**src/gtrt_pkg.sv**
```systemverilog
`timescale 1ns / 1ps

package gtrt_pkg;

    localparam int ADDR_W = 64;
    localparam int PORT_W = 8;

    typedef logic [2:0] status_t;

    localparam status_t ST_OK        = 3'd0;
    localparam status_t ST_BAD_KIND  = 3'd1;
    localparam status_t ST_EXISTS    = 3'd2;
    localparam status_t ST_FULL      = 3'd3;
    localparam status_t ST_NOT_FOUND = 3'd4;

    localparam logic FUNC_INSERT = 1'b0;
    localparam logic FUNC_LOOKUP = 1'b1;

    localparam logic [1:0] KIND_DOORBELL = 2'd0;
    localparam logic [1:0] KIND_MEMORY   = 2'd1;
    localparam logic [1:0] KIND_IO       = 2'd2;
    localparam logic [1:0] KIND_OTHER    = 2'd3;

    typedef struct packed {
        logic              lookup;
        logic              tbl;
        logic              bad_kind;
        logic [ADDR_W-1:0] addr;
        logic [ADDR_W-1:0] len;
        logic [ADDR_W-1:0] key;
        logic [PORT_W-1:0] port;
    } cmd_t;

    typedef struct packed {
        logic [ADDR_W-1:0] start;
        logic [ADDR_W-1:0] len;
        logic [ADDR_W-1:0] key;
        logic [PORT_W-1:0] port;
    } ent_t;

endpackage

```
**src/gtrt_queue.sv**
```systemverilog
`timescale 1ns / 1ps

module gtrt_queue (
    input  logic           clk,
    input  logic           rst_n,
    input  logic           push_valid,
    output logic           push_ready,
    input  gtrt_pkg::cmd_t push_cmd,
    output logic           pop_valid,
    input  logic           pop_ready,
    output gtrt_pkg::cmd_t pop_cmd
);
    import gtrt_pkg::*;

    cmd_t       slot_reg [2];
    logic       wr_ptr_reg;
    logic       wr_ptr_next;
    logic       rd_ptr_reg;
    logic       rd_ptr_next;
    logic [1:0] cnt_reg;
    logic [1:0] cnt_next;
    logic       push;
    logic       pop;

    assign push_ready = (cnt_reg != 2'd2);
    assign pop_valid  = (cnt_reg != 2'd0);
    assign pop_cmd    = slot_reg[rd_ptr_reg];
    assign push       = push_valid && push_ready;
    assign pop        = pop_valid && pop_ready;

    always_comb
    begin
        wr_ptr_next = wr_ptr_reg ^ push;
        rd_ptr_next = rd_ptr_reg ^ pop;
        cnt_next    = cnt_reg + {1'b0, push} - {1'b0, pop};
    end

    always_ff @(posedge clk or negedge rst_n)
    begin
        if (!rst_n)
        begin
            wr_ptr_reg <= 1'b0;
            rd_ptr_reg <= 1'b0;
            cnt_reg    <= 2'd0;
        end
        else
        begin
            wr_ptr_reg <= wr_ptr_next;
            rd_ptr_reg <= rd_ptr_next;
            cnt_reg    <= cnt_next;
        end
    end

    always_ff @(posedge clk)
    begin
        if (push)
        begin
            slot_reg[wr_ptr_reg] <= push_cmd;
        end
    end

endmodule

```
**config.mk**
```make
export PLATFORM = sky130hd
export DESIGN_NAME = gtrt_queue
export DESIGN_NICKNAME = d
export VERILOG_FILES = /design/src/gtrt_pkg.sv /design/src/gtrt_queue.sv
export SDC_FILE = /design/constraint.sdc
export NUM_CORES = 1
export LEC_CHECK = 0
export BUFFER_PORTS_ARGS = -buffer_cell sky130_fd_sc_hd__buf_2
export CORE_UTILIZATION = 50
export DETAILED_ROUTE_END_ITERATION = 8
export PLACE_DENSITY = 0.76
export SLEW_MARGIN = 20
export SYNTH_ARGS = -nofsm -noshare
export SYNTH_HDL_FRONTEND = slang
export SYNTH_SLANG_ARGS = --single-unit
```
**constraint.sdc**
```tcl
create_clock -name clk -period 8.2 [get_ports clk]
set_input_delay 2.05 -clock clk [delete_from_list [all_inputs] [get_ports clk]]
set_output_delay 2.05 -clock clk [all_outputs]
set_load 0.03 [all_outputs]
```
### Yosys cells after proc, flatten, opt, wreduce, memory -nomap -nowiden

Memories as Yosys holds them, arrays and structs flattened.
Index checks and enable logic that the tools add are counted.

* input bits: 207
* word-level logic and storage cells: 14
* flip-flop bits (word level): 4
* memory bits (writable): 406
* output and inout port bits: 205
* memories: 1

* add/subtract/negate cells: 2
* reductions and logical operators: 3
* bitwise operators: 2
* equality and inequality tests: 1
* mux-type cells: 2

Memories
* slot_reg: depth 2, bits a word 203, read ports 1, clocked after memory_dff 0, write ports 1, RTL line gtrt_queue.sv:15 `cmd_t slot_reg [2];`

Operators with widths (number)
* 2-bit by 1-bit adder with 2-bit output: 1
* 1-bit logical AND: 2
* 1-bit 2-to-1 mux: 2
* 2-bit inequality test, second input constant: 1
* 2-bit nonzero test: 1
* 2-bit by 1-bit subtractor with 2-bit output: 1
* 1-bit XOR: 2

### Longest topological paths before layout

* depth after elaboration: 4
* gate-level depth with buffers: 5

### Least setup slack after synthesis

Ideal clock, no wire load.

* path type: input port to flip-flop
* start point: in push_valid
* end point: mem slot_reg[0][0] in the netlist's numbering, enable pin
* path buffers: 0
* arrival time: 6.853 ns
* setup slack: 0.757 ns
* cell stages on the path: 2
* cell sequence: and2_1 ha_1

* cells in the longest elaborated chain, start to end: 3

Ends and longest elaborated chain
* start, declared: RTL line gtrt_queue.sv:6 `input logic push_valid,`
* 1-bit logical AND: RTL line gtrt_queue.sv:28 `assign push = push_valid && push_ready;`
* 1-bit 2-to-1 mux: RTL line gtrt_queue.sv:56 `if (push)`
* 1-bit 2-to-1 mux (not written as such): RTL line gtrt_queue.sv:58 `slot_reg[wr_ptr_reg] <= push_cmd;`
* end, declared: RTL line gtrt_queue.sv:15

Every way passes these cells.

==> flow_metrics.env <==
export IMPL_status="finished clean"
export IMPL_post_route_drc_count=0
export IMPL_power_frac_comb=0.372
export IMPL_postLayoutCellArea_sq_um=19300
export IMPL_finalWorstPathRequiredPeriod_ps=4990
export IMPL_part_of_the_yosys_area_used_for_sequential_elements=0.791
export IMPL_cts_setup_buffers=0
export IMPL_crit_end="pop_cmd[56]"
export IMPL_detailedPlace_worstSlack_ps=3680
export IMPL_largest_vdd_supply_drop_mv=0.349
export IMPL_timing_hold_violations_final=0
export IMPL_ys_types=21
export IMPL_layout_filler_cells=2191
export IMPL_max_slew_margin=0.241
export IMPL_num_nets_final=1303
export IMPL_initial_core_util=0.508
export IMPL_final_setup_tns_ps=0
export IMPL_ff_latch_area_sq_um=12300
export IMPL_cts_repair_resize_count=0
export IMPL_die_width_um=178
export IMPL_cts_sink_count=410
export IMPL_final_period_utilization=0.608
export IMPL_worst_case_clock_buffer_depth=3
export IMPL_grt_antenna_before_repair=6
export IMPL_critical_path_class="reg -> out"
export IMPL_max_cap_violations=0
export IMPL_hold_buffers=0
export IMPL_rsz0062_at_grt="false"
export IMPL_power_net_switching_uw=2680
export IMPL_clkSlewWorstSetupHoldPaths_ps=60
export IMPL_syn_to_final_growth_pct=24.0
export IMPL_globalRoute_totalOverflow=0
export IMPL_cts_max_level=2
export IMPL_cts_buffers=41
export IMPL_critPathMaxFanout=58
export IMPL_core_sq_um=30600
export IMPL_crit_reg2reg_launch="cnt_reg[0]"
export IMPL_slew_viol_final=0
export IMPL_timing_critical_path_to_type="output pin"
export IMPL_synth_yosys_warnings=0
export IMPL_timing_final_setup_violations=0
export IMPL_timing_fmax_mhz=201
export IMPL_syn_num_nets=864
export IMPL_insertion_delay_ps=530
export IMPL_power_share_sequential=0.395
export IMPL_placementRows=64
export IMPL_synth_top_cell_by_area="edfxtp_1"
export IMPL_postLayoutSetupSlackWorst_ps=3210
export IMPL_via_count=7599
export IMPL_routabilityCongestion=0.814
export IMPL_power_share_clock=0.234
export IMPL_worst_slew_pin_transition_ps=1140
export IMPL_crit_required_ps=6150
export IMPL_total_internal_power_uw=5040
export IMPL_switching_share_of_power=0.347
export IMPL_tritoncts="built"
export IMPL_placement_cell_area_sq_um=17900
export IMPL_rrSetupSlack_ps=5300
export IMPL_place_port_buffers=411
export IMPL_critical_path_arrival_ps=2940
export IMPL_dp_final_hpwl_mm=21.6
export IMPL_totalPowerFinal_uw=7720
export IMPL_viasPerCell=4.99
export IMPL_grt_max_degree=109
export IMPL_largest_register_ff_count=406
export IMPL_crit_start="rd_ptr_reg"
export IMPL_critical_path_startpoint_type="flip-flop"
export IMPL_first_global_vias=7879
export IMPL_instance_count_of_the_mapped_netlist=655
export IMPL_detail_route_wl_per_cell_um=20.7
export IMPL_clock_root_buffer="clkbuf_16"
export IMPL_multi_input_area_sq_um=3030
export IMPL_clock_skew_final_ps=23.6
export IMPL_die_height_um=178
export IMPL_floorplan_io_pins=412
export IMPL_wirelength_mm=31.5
export IMPL_grt_first_pass_wirelength_mm=43.9
export IMPL_hp_class="reg -> reg"
export IMPL_antenna_violating_nets_post_route=0
export IMPL_leakage_uw=0.00767
export IMPL_rr_worst_depth=4
export IMPL_layout_commonest_cell="buf_2"
export IMPL_yosys_top_cells_area="edfxtp_1 78%, mux2_4 15%, mux2_2 3.1%, buf_6 1.4%, dfrtp_1 0.64%"
export IMPL_mostFrequentLayoutCells="411 x buf_2, 406 x edfxtp_1, 160 x mux2_4, 43 x mux2_2, 41 x clkbuf_16"
export IMPL_syn_cell_area_sq_um=15500
export IMPL_rr_endpoint="slot_reg[0][167]"
export IMPL_grt_use_total=0.187
export IMPL_power_per_cell_area_nw_per_um2=401
export IMPL_synth_top_cell_area_share=0.784
export IMPL_drtPass1Iterations=4
export IMPL_die_area_sq_um=31800
export IMPL_number_of_register_bits_inferred_by_synthesis=410
export IMPL_drt_iter0_markers=428
export IMPL_drive_gt1_frac=0.608
export IMPL_synthesis_area_per_instance_sq_um=23.7
[cell type report]
cell class / instances / share of cell area
diodes: 5 / 0.000649
clock buffers: 51 / 0.0552
clock inverters: 21 / 0.0119
inverters: 2 / 0.000390
multi-input cells: 220 / 0.157
flip-flops and latches: 410 / 0.638
well taps: 396 / 0.0257
repair buffers: 419 / 0.111
[worst min-delay path by stage]
stage	start	depth (start not counted)	to	slack, ps
after global routing	cnt_reg[0]	1	cnt_reg[0]	650
after global placement	cnt_reg[0]	1	cnt_reg[0]	590
final	cnt_reg[0]	1	cnt_reg[0]	630
after CTS	cnt_reg[0]	1	cnt_reg[0]	630
after floorplan	cnt_reg[0]	1	cnt_reg[0]	570
after detailed placement	cnt_reg[0]	1	cnt_reg[0]	620
[Yosys cell counts, drive strengths merged]
cell / number
or2: 1
inv: 2
dfrtp: 4
xnor2: 2
nor2: 2
nor2b: 1
and2: 1
nand3: 1
and3: 1
o21ai: 1
a32oi: 1
buf: 23
nand2: 1
a21bo: 1
edfxtp: 406
mux2: 203
ha: 2
nand2b: 1
a211oi: 1
[routing by layer]
layer | vias to the layer above | GRT usage | share of wire
li1 | 3500 | - | -
met1 | 3721 | 0.205 | 0.36
met2 | 307 | 0.339 | 0.54
met3 | 67 | 0.0529 | 0.074
met4 | 4 | 0.0784 | 0.032
met5 | - | 0 | 0.00086
[kinds of logic after synthesis]
family | Yosys count | share of synthesized area
buffers and inverters | 25 | 0.0155
AOI/OAI and AO/OA | 4 | 0.00201
and+or+nand+nor | 9 | 0.00306
DFF | 410 | 0.791
muxes | 203 | 0.186
adders and majority gates | 2 | 0.00161
xor gates and xnor gates | 2 | 0.00113
[critical path: stages (launching register included)]
cell,delay [ps]
dfrtp_4,830
buf_4,890
mux2_4,360
buf_2,180
[power groups by stage]
stage / Clock [uW] / Sequential (uW) / Combinational (uW)
floorplan: 0 / 3090 / 2290
global placement: 0 / 3070 / 2870
detailed placement: 0 / 3100 / 2890
CTS: 1850 / 3050 / 2900
global route: 1920 / 3080 / 3020
finish: 1810 / 3050 / 2870
[metrics by stage]
stage	instances	hold slack, ps	util
after floorplan	655	567	-
after global placement	1446	588	0.587
after detailed placement	1446	617	0.587
after CTS	1518	631	0.629
after global routing	1523	654	0.630
final	1524	629	0.630
No activity file was read; power rests on OpenSTA's default activity.
