### config.mk
export PLATFORM = sky130hd
export DESIGN_NAME = gtrt_front
export DESIGN_NICKNAME = d
export VERILOG_FILES = /design/src/gtrt_pkg.sv /design/src/gtrt_front.sv
export SDC_FILE = /design/constraint.sdc
export NUM_CORES = 1
export LEC_CHECK = 0
export ABC_AREA = 1
export BUFFER_PORTS_ARGS = -buffer_cell sky130_fd_sc_hd__buf_2
export CORE_AREA = 4 4 160 162
export CTS_BUF_LIST = sky130_fd_sc_hd__clkbuf_16
export CTS_CLUSTER_DIAMETER = 200
export DETAILED_ROUTE_END_ITERATION = 10
export DIE_AREA = 0 0 164 166
export PLACE_DENSITY = 0.54
export SLEW_MARGIN = 20
export SYNTH_ARGS = -nofsm -noshare
export SYNTH_HDL_FRONTEND = slang
export SYNTH_SLANG_ARGS = --single-unit
### constraint.sdc
create_clock -name clk -period 17.5 [get_ports clk]
set_input_delay 0.875 -clock clk [delete_from_list [all_inputs] [get_ports clk]]
set_output_delay 0.875 -clock clk [all_outputs]
set_load 0.05 [all_outputs]
### src/gtrt_pkg.sv
`timescale 1ns / 1ps

package gtrt_pkg;

    localparam int ADDR_W = 64;
    localparam int PORT_W = 8;

    typedef logic [2:0] status_t;

    localparam status_t ST_OK        = 3'd0;
    localparam status_t ST_BAD_KIND  = 3'd1;
    localparam status_t ST_EXISTS    = 3'd2;
    localparam status_t ST_FULL      = 3'd3;
    localparam status_t ST_NOT_FOUND = 3'd4;

    localparam logic FUNC_INSERT = 1'b0;
    localparam logic FUNC_LOOKUP = 1'b1;

    localparam logic [1:0] KIND_DOORBELL = 2'd0;
    localparam logic [1:0] KIND_MEMORY   = 2'd1;
    localparam logic [1:0] KIND_IO       = 2'd2;
    localparam logic [1:0] KIND_OTHER    = 2'd3;

    typedef struct packed {
        logic              lookup;
        logic              tbl;
        logic              bad_kind;
        logic [ADDR_W-1:0] addr;
        logic [ADDR_W-1:0] len;
        logic [ADDR_W-1:0] key;
        logic [PORT_W-1:0] port;
    } cmd_t;

    typedef struct packed {
        logic [ADDR_W-1:0] start;
        logic [ADDR_W-1:0] len;
        logic [ADDR_W-1:0] key;
        logic [PORT_W-1:0] port;
    } ent_t;

endpackage

### src/gtrt_front.sv
`timescale 1ns / 1ps

module gtrt_front #(
    parameter int HAS_IO_TABLE = 1
) (
    input  logic                    clk,
    input  logic                    rst_n,
    input  logic                    in_valid,
    output logic                    in_ready,
    input  logic                    func,
    input  logic [1:0]              trap_kind,
    input  logic [63:0]             guest_addr,
    input  logic [63:0]             range_len,
    input  logic [63:0]             user_key,
    input  logic [7:0]              port_id,
    output logic                    push_valid,
    input  logic                    push_ready,
    output gtrt_pkg::cmd_t          push_cmd
);
    import gtrt_pkg::*;

    logic vld_reg;
    logic vld_next;
    cmd_t cmd_reg;
    cmd_t cmd_next;
    logic tbl;
    logic bad;

    always_comb
    begin
        tbl = 1'b0;
        bad = 1'b0;
        unique case (trap_kind) inside
            KIND_DOORBELL, KIND_MEMORY:
            begin
                tbl = 1'b0;
            end
            KIND_IO:
            begin
                tbl = 1'b1;
                bad = (HAS_IO_TABLE == 0);
            end
            default:
            begin
                bad = 1'b1;
            end
        endcase
    end

    assign in_ready   = !vld_reg || push_ready;
    assign push_valid = vld_reg;
    assign push_cmd   = cmd_reg;

    always_comb
    begin
        vld_next = vld_reg;
        cmd_next = cmd_reg;
        if (push_ready)
        begin
            vld_next = 1'b0;
        end
        if (in_valid && in_ready)
        begin
            vld_next          = 1'b1;
            cmd_next.lookup   = (func == FUNC_LOOKUP);
            cmd_next.tbl      = tbl;
            cmd_next.bad_kind = bad;
            cmd_next.addr     = guest_addr;
            cmd_next.len      = range_len;
            cmd_next.key      = user_key;
            cmd_next.port     = port_id;
        end
    end

    always_ff @(posedge clk or negedge rst_n)
    begin
        if (!rst_n)
        begin
            vld_reg <= 1'b0;
        end
        else
        begin
            vld_reg <= vld_next;
        end
    end

    always_ff @(posedge clk)
    begin
        cmd_reg <= cmd_next;
    end

endmodule

# == Word-level counts from Yosys, hierarchy flattened ==
# Cells that the tools add are included.
# totals
elab_cells,20
inputBits,207
output_inout_bits,205
reg_bits,204
# op_classes
n_reduce_logical,6
n_eq_ne,2
muxes,4
# ops
cell,count
1-bit 2-to-1 mux,4
3-bit OR reduction,1
2-bit by 1-bit == test with 1-bit output (second input constant),1
2-bit == test (second input constant),1
2-bit zero test,1
2-bit nonzero test,1
1-bit logical AND,1
1-bit zero test,1
1-bit logical OR,1

# == Depth between registers and ports, before layout ==
# Gate-level depths: netlist of run 1.
# logic_depth
ltp_word,4
mapped_depth,3
mapped_depth_nobuf,3

# == Least setup slack after synthesis of run 1 ==
# No wires, ideal clock.
# synth_path
path_type,input-to-reg
start,input in_valid
end,"register cmd_reg (netlist bit push_cmd[0]), enable pin"
t_required_ps,16668
arrival_ps,10662
path_buffers,0
setup_ps,832
setup_slack_ps,6006
cell_stages,2
path_cell_list,inv_1 -> a21oi_1
# synth_via
elab_chain_cells,1
# synth_rtl
item,line_no,rtl
"start, declared",gtrt_front.sv:8,"input logic in_valid,"
1-bit logical AND,gtrt_front.sv:62,if (in_valid && in_ready)
"end signal, assigned",gtrt_front.sv:89,cmd_reg <= cmd_next;
"end, declared",gtrt_front.sv:24,cmd_t cmd_reg;
# No other way between the ends.
# A chain may end at the register's enable or synchronous reset.

# == Worst setup path after layout of run 1 ==
# layout_path
start,input push_ready
end,"register cmd_reg (netlist bit push_cmd[158]), enable pin"
# layout_via
elab_chain_cells,2
# layout_rtl
item,line_no,rtl
"start, declared",gtrt_front.sv:17,"input logic push_ready,"
1-bit logical OR,gtrt_front.sv:50,assign in_ready = !vld_reg || push_ready;
1-bit logical AND,gtrt_front.sv:62,
# No other way between the ends.

==> summary.md, run 1 <==
| Metric | Value |
|---|---|
| Status | finished clean |
| Clk_skew | 9.620 ps |
| H-Tree Depth | 1 |
| Critical Path RT | 17,620 ps |
| Die Width | 164 µm |
| Sinks on Clock Net | 204 |
| First-pass GRT wire length | 23.76 mm |
| Area Growth Syn to Fin | 51.87% |
| Synth Register Bits | 204 |
| Leading post-synthesis cells by cell area | edfxtp_1, dfrtp_1, inv_1 |
| Post-synthesis cell type count | 6 |
| Max Cap Violations | 0 |
| Worst-path clk slew | 60 ps |
| Tcrit/Tclk final | 0.1419 |
| Reg power frac | 0.492 |
| Fillers | 2,292 |
| Final wirelength | 16.74 mm |
| Die footprint | 0.02722 mm² |
| Worst IR Drop VDD | 0.09400 mV |
| Later-pin clock latency in the skew report | 500 ps |
| ANT nets after route | 0 |
| Switching Fraction | 0.2592 |
| Row Count | 57 |
| GRT Util Overall | 0.1144 |
| Via count | 3,789 |
| Post-layout util | 0.3878 |
| I/O Buffers | 411 |
| RSZ-0062 raised after global routing | no |
| Final min period | 2484 ps |
| First-pass DRT Iterations | 6 |
| Synth area leader | edfxtp_1 |
| Post-CTS Resized | 0 |
| CP Launch Type | primary input |
| Io pins | 412 |
| Worst Path Arrival | 2600 ps |
| Final Slew Violations | 0 |
| # hold bufs at CTS | 0 |
| Yosys warning total | 0 |
| # DRC | 0 |
| Initial DRC Count | 221 |
| Total Power | 1173 µW |
| Mapped Area | 0.006156 mm² |
| Post-DR wirelength/cell | 16.89 µm |
| Peak Freq | 402.6 MHz |
| Initial antenna violation count | 2 |
| Final number of setup-violating endpoints | 0 |
| Core Area | 0.02411 mm² |
| Total gr overflow | 0 |
| Share of cells above drive strength 1 | 0.6657 |
| Worst Hold Class | in -> async |
| Cell count after placement | 951 |
| Vert. Die Dim | 166 µm |
| Syn_nets | 420 |
| Drt via density | 3.823 |
| Net Switching | 304.0 µW |
| Leak | 0.003987 µW |
| Final Wtd Congestion | 0.7287 |
| Root Driver | clkbuf_16 |
| Final hold vios | 0 |
| Syn Inst Count | 213 |
| CTS max path bufs | 3 |
| CTS tree | yes |
| Largest net degree at the start of global routing | 80 |
| CTS Buf Count | 22 |
| PwrDens | 125.5 mW/mm² |
| Mean Syn Cell Area | 28.90 µm² |
| # nets final | 858 |
| Post-CTS setup buffer count | 0 |
| Sequential area share after synthesis | 0.9943 |
| CP endpoint kind | register |
| Clock Power Share | 0.378 |
| Number of diodes | 0 |
| Crit Path Max Fanout | 79 |
| Final non-filler cell total | 991 |
| Slew of the pin with the lowest slew margin | 1010 ps |
| Vias in the first global route | 4,149 |
| Crit Path Class | in -> reg |
| Initial Utilization | 0.2554 |
| Total negative setup slack | 0 ps |
| Area share of the leading cell type in the synthesized netlist | 0.9902 |
| Hold WS | 164.2 ps |
| Power Internal | 869.1 µW |
| Hpwl dp | 12.72 mm |
| Comb pwr share | 0.130 |
| Worst relative slew slack | 0.3265 |
-- synth_stat cells --
library cell and number:
edfxtp_1 203, nor2_1 1, inv_1 4, a21oi_1 1
dfrtp_1 1, nand2_1 3
-- cells by family after synthesis --
group | share of synthesized area
and+or+nand+nor | 0.002438
buffers and inverters | 0.002438
DFF | 0.9943
AOI/OAI and AO/OA | 0.0008122
-- power by group through the flow --
stage	Combinational [µW]	Sequential, µW	Clock (µW)
floorplan	9.57	689	0
global placement	155	587	0
detailed placement	155	588	0
CTS	155	578	464
global route	160	579	488
finish	153	577	443
-- state kept, by name, indices dropped and copies added, names as in the netlist --
name,count
push_cmd,203
push_valid,1
-- metrics by stage --
step	worst slack, ps	cell area (µm²)
floorplan	6006	6156
global route	14900	9349
finish	15020	9349
detailed placement	14480	8652
CTS	15040	9349
global placement	14480	8652
-- worst max-delay path: stages --
cell and delay (ps):
buf_2 70, inv_1 60, a21oi_4 110, buf_4 520
buf_4 830
-- area by class of cell --
type                       count  area, µm²  area share
sequential                   204       6121      0.6547
timing repair buffer         414       2079      0.2224
clock buffer                  23      575.6     0.06156
tap                          324      405.4     0.04336
clock inverter                17      121.4     0.01298
multi-input combinational      5      31.28    0.003346
inverter                       4      15.01    0.001606
-- cells in the final DEF, fill, tap and decap left out --
cell,count
a21oi_4,1
nor2_1,1
edfxtp_1,203
buf_2,411
nand2_1,3
clkinv_2,4
clkinv_1,3
inv_1,12
clkbuf_16,23
buf_4,3
bufinv_16,2
dfrtp_1,1
-- path summary, 6_finish.rpt --
| check | endpoint | cells after the start | slack, ps | from |
|---|---|---|---|---|
| setup / recovery | push_cmd[158]$_DFFE_PP_ | 5 | 15020 | push_ready |
| hold / removal | push_valid$_DFFE_PN0P_ | 1 | 160 | rst_n |
| setup reg to reg | push_cmd[158]$_DFFE_PP_ | 3 | 15070 | push_valid$_DFFE_PN0P_ |
| hold reg to reg | push_valid$_DFFE_PN0P_ | 2 | 590 | push_valid$_DFFE_PN0P_ |
| max in group asynchronous | push_valid$_DFFE_PN0P_ | 1 | 17230 | rst_n |
| min in group clk | push_cmd[23]$_DFFE_PP_ | 1 | 540 | user_key[15] |
-- routing by layer --
metal,track usage,up-vias,part of all wire
li1,-,1737,-
met1,0.1115,1738,0.32
met2,0.2031,275,0.49
met3,0.06205,35,0.15
met4,0.04121,4,0.035
met5,0,-,0.0013
Note: power is estimated with default switching activity, not from simulation.
==> inputs of run 2 (changes only) <==
Settings changed: PLACE_DENSITY 0.54 to 0.56.
Clock period 17.5 ns to 2.1 ns, I/O delays scaled along.
==> run 2 against run 1 <==
  * The run now fails in clock tree synthesis
  * Synthesized cell count is the same
  * Area after synthesis is the same
==> summary.md, run 2 <==
| Metric | Value |
|---|---|
| Post-CTS Resized | 0 (unchanged) |
| Sequential area share after synthesis | 0.9943 (unchanged) |
| Final Wtd Congestion | 0.7313 (was 0.7287) |
| Root Driver | clkbuf_16 (unchanged) |
| Synth Register Bits | 204 (unchanged) |
| Hpwl dp | 13.04 mm (was 12.72 mm) |
| Top-count cell post-synth | edfxtp_1 (unchanged) |
| Post-CTS setup buffer count | 0 (unchanged) |
| Log Error | [ERROR RSZ-0060] Max buffer count reached. |
| CTS max path bufs | 3 (unchanged) |
| EDFF count, synth | 203 (unchanged) |
| Syn_nets | 420 (unchanged) |
| Vert. Die Dim | 166 µm (unchanged) |
| Status | aborted with a tool error (was finished clean) |
| Synth top cells by count | edfxtp_1, inv_1, nand2_1 (unchanged) |
| Synth area leader | edfxtp_1 (unchanged) |
| CTS Buf Count | 23 (was 22) |
| Fail Step | clock tree synthesis |
| Post-synthesis cell type count | 6 (unchanged) |
| Area share of the leading cell type in the synthesized netlist | 0.9902 (unchanged) |
| Leading post-synthesis cells by cell area | edfxtp_1, dfrtp_1, inv_1 (unchanged) |
| I/O Buffers | 411 (unchanged) |
| Mean Syn Cell Area | 28.90 µm² (unchanged) |
| Mapped Area | 0.006156 mm² (unchanged) |
| Die Width | 164 µm (unchanged) |
| Initial Utilization | 0.2554 (unchanged) |
| Ys flop type | edfxtp_1 (unchanged) |
| # hold bufs at CTS | 200 (was 0) |
| Yosys warning total | 0 (unchanged) |
| H-Tree Depth | 1 (unchanged) |
| Sinks on Clock Net | 204 (unchanged) |
| Syn Inst Count | 213 (unchanged) |
| Row Count | 57 (unchanged) |
| Io pins | 412 (unchanged) |
| FFs w/ async S/R, synth | 0.004902 (unchanged) |
==> run 2: cell counts after synthesis <==
Identical to the previous run, type by type.
==> run 2: cell families after synthesis <==
kind of cell           Yosys count  share of synthesized area
flip-flops                     204                     0.9943
AO/OA/AOI/OAI                    1                  0.0008122
buffers and inverters            4                   0.002438
AND/OR/NAND/NOR                  4                   0.002438
==> run 2: per-stage QoR <==
stage / cell area [µm²] / cells / worst slack [ps]
floorplan: 6168 / 213 / -2318
global placement: 8706 / 953 / 598.4
detailed placement: 8706 / 953 / 587.9
==> inputs of run 3 (changes only) <==
Settings changed: CORE_AREA 4 4 160 162 to unset, CORE_MARGIN set to 4, CORE_UTILIZATION set to 24, CTS_BUF_LIST sky130_fd_sc_hd__clkbuf_16 to unset, CTS_CLUSTER_DIAMETER 200 to unset, DIE_AREA 0 0 164 166 to unset, PLACE_DENSITY 0.56 to unset, PLACE_DENSITY_LB_ADDON set to 0.15.
Clock period 2.1 ns to 2.7 ns, I/O delays scaled along.
==> run 3 against run 2 <==
  * Area after synthesis is the same
  * The run again fails in clock tree synthesis
  * Synthesized cell count is the same
==> summary.md, run 3 <==
| Metric | Value |
|---|---|
| Status | aborted with a tool error (unchanged) |
| Fail Step | clock tree synthesis (unchanged) |
| Log Error | [ERROR RSZ-0060] Max buffer count reached. (unchanged) |
| Row Count | 58 (was 57) |
| Initial Utilization | 0.2445 (was 0.2554) |
| Leading post-synthesis cells by cell area | edfxtp_1, dfrtp_1, inv_1 (unchanged) |
| Mapped Area | 0.006156 mm² (unchanged) |
| Syn Inst Count | 213 (unchanged) |
| CTS max path bufs | 3 (unchanged) |
| Yosys warning total | 0 (unchanged) |
| Post-CTS setup buffer count | 0 (unchanged) |
| Placed Area | 0.008748 mm² (was 0.008706 mm²) |
| Io pins | 412 (unchanged) |
| Die Width | 168.2 µm (was 164 µm) |
| Area share of the leading cell type in the synthesized netlist | 0.9902 (unchanged) |
| CTS Buf Count | 23 (unchanged) |
| Sequential area share after synthesis | 0.9943 (unchanged) |
| Final Wtd Congestion | 0.7822 (was 0.7313) |
| Synth Register Bits | 204 (unchanged) |
| EDFF count, synth | 203 (unchanged) |
| Root Driver | clkbuf_16 (unchanged) |
| Post-CTS Resized | 0 (unchanged) |
| Hpwl dp | 13.80 mm (was 13.04 mm) |
| Synth area leader | edfxtp_1 (unchanged) |
| Post-synthesis cell type count | 6 (unchanged) |
| FFs w/ async S/R, synth | 0.004902 (unchanged) |
| Vert. Die Dim | 168.2 µm (was 166 µm) |
| Mean Syn Cell Area | 28.90 µm² (unchanged) |
| Ys flop type | edfxtp_1 (unchanged) |
| Top-count cell post-synth | edfxtp_1 (unchanged) |
| # hold bufs at CTS | 201 (was 200) |
| Sinks on Clock Net | 204 (unchanged) |
| Syn_nets | 420 (unchanged) |
| I/O Buffers | 411 (unchanged) |
| H-Tree Depth | 1 (unchanged) |
| Synth top cells by count | edfxtp_1, inv_1, nand2_1 (unchanged) |
[run 3: cell counts after synthesis]
No cell type changed its count.
[run 3: kinds of logic after synthesis]
logic type / count (synthesis) / share of synthesized area
flip-flops: 204 / 0.9943
AO/OA/AOI/OAI: 1 / 0.0008122
buffers and inverters: 4 / 0.002438
AND/OR/NAND/NOR: 4 / 0.002438
[run 3: stage by stage]
stage	hold slack (ps)	setup slack, ps	util	TNS [ps]	cells
after floorplan	-160.6	-1718	-	-348760	213
after detailed placement	-84.52	1231	0.3474	0	962
after global placement	-87.64	1252	0.3474	0	962
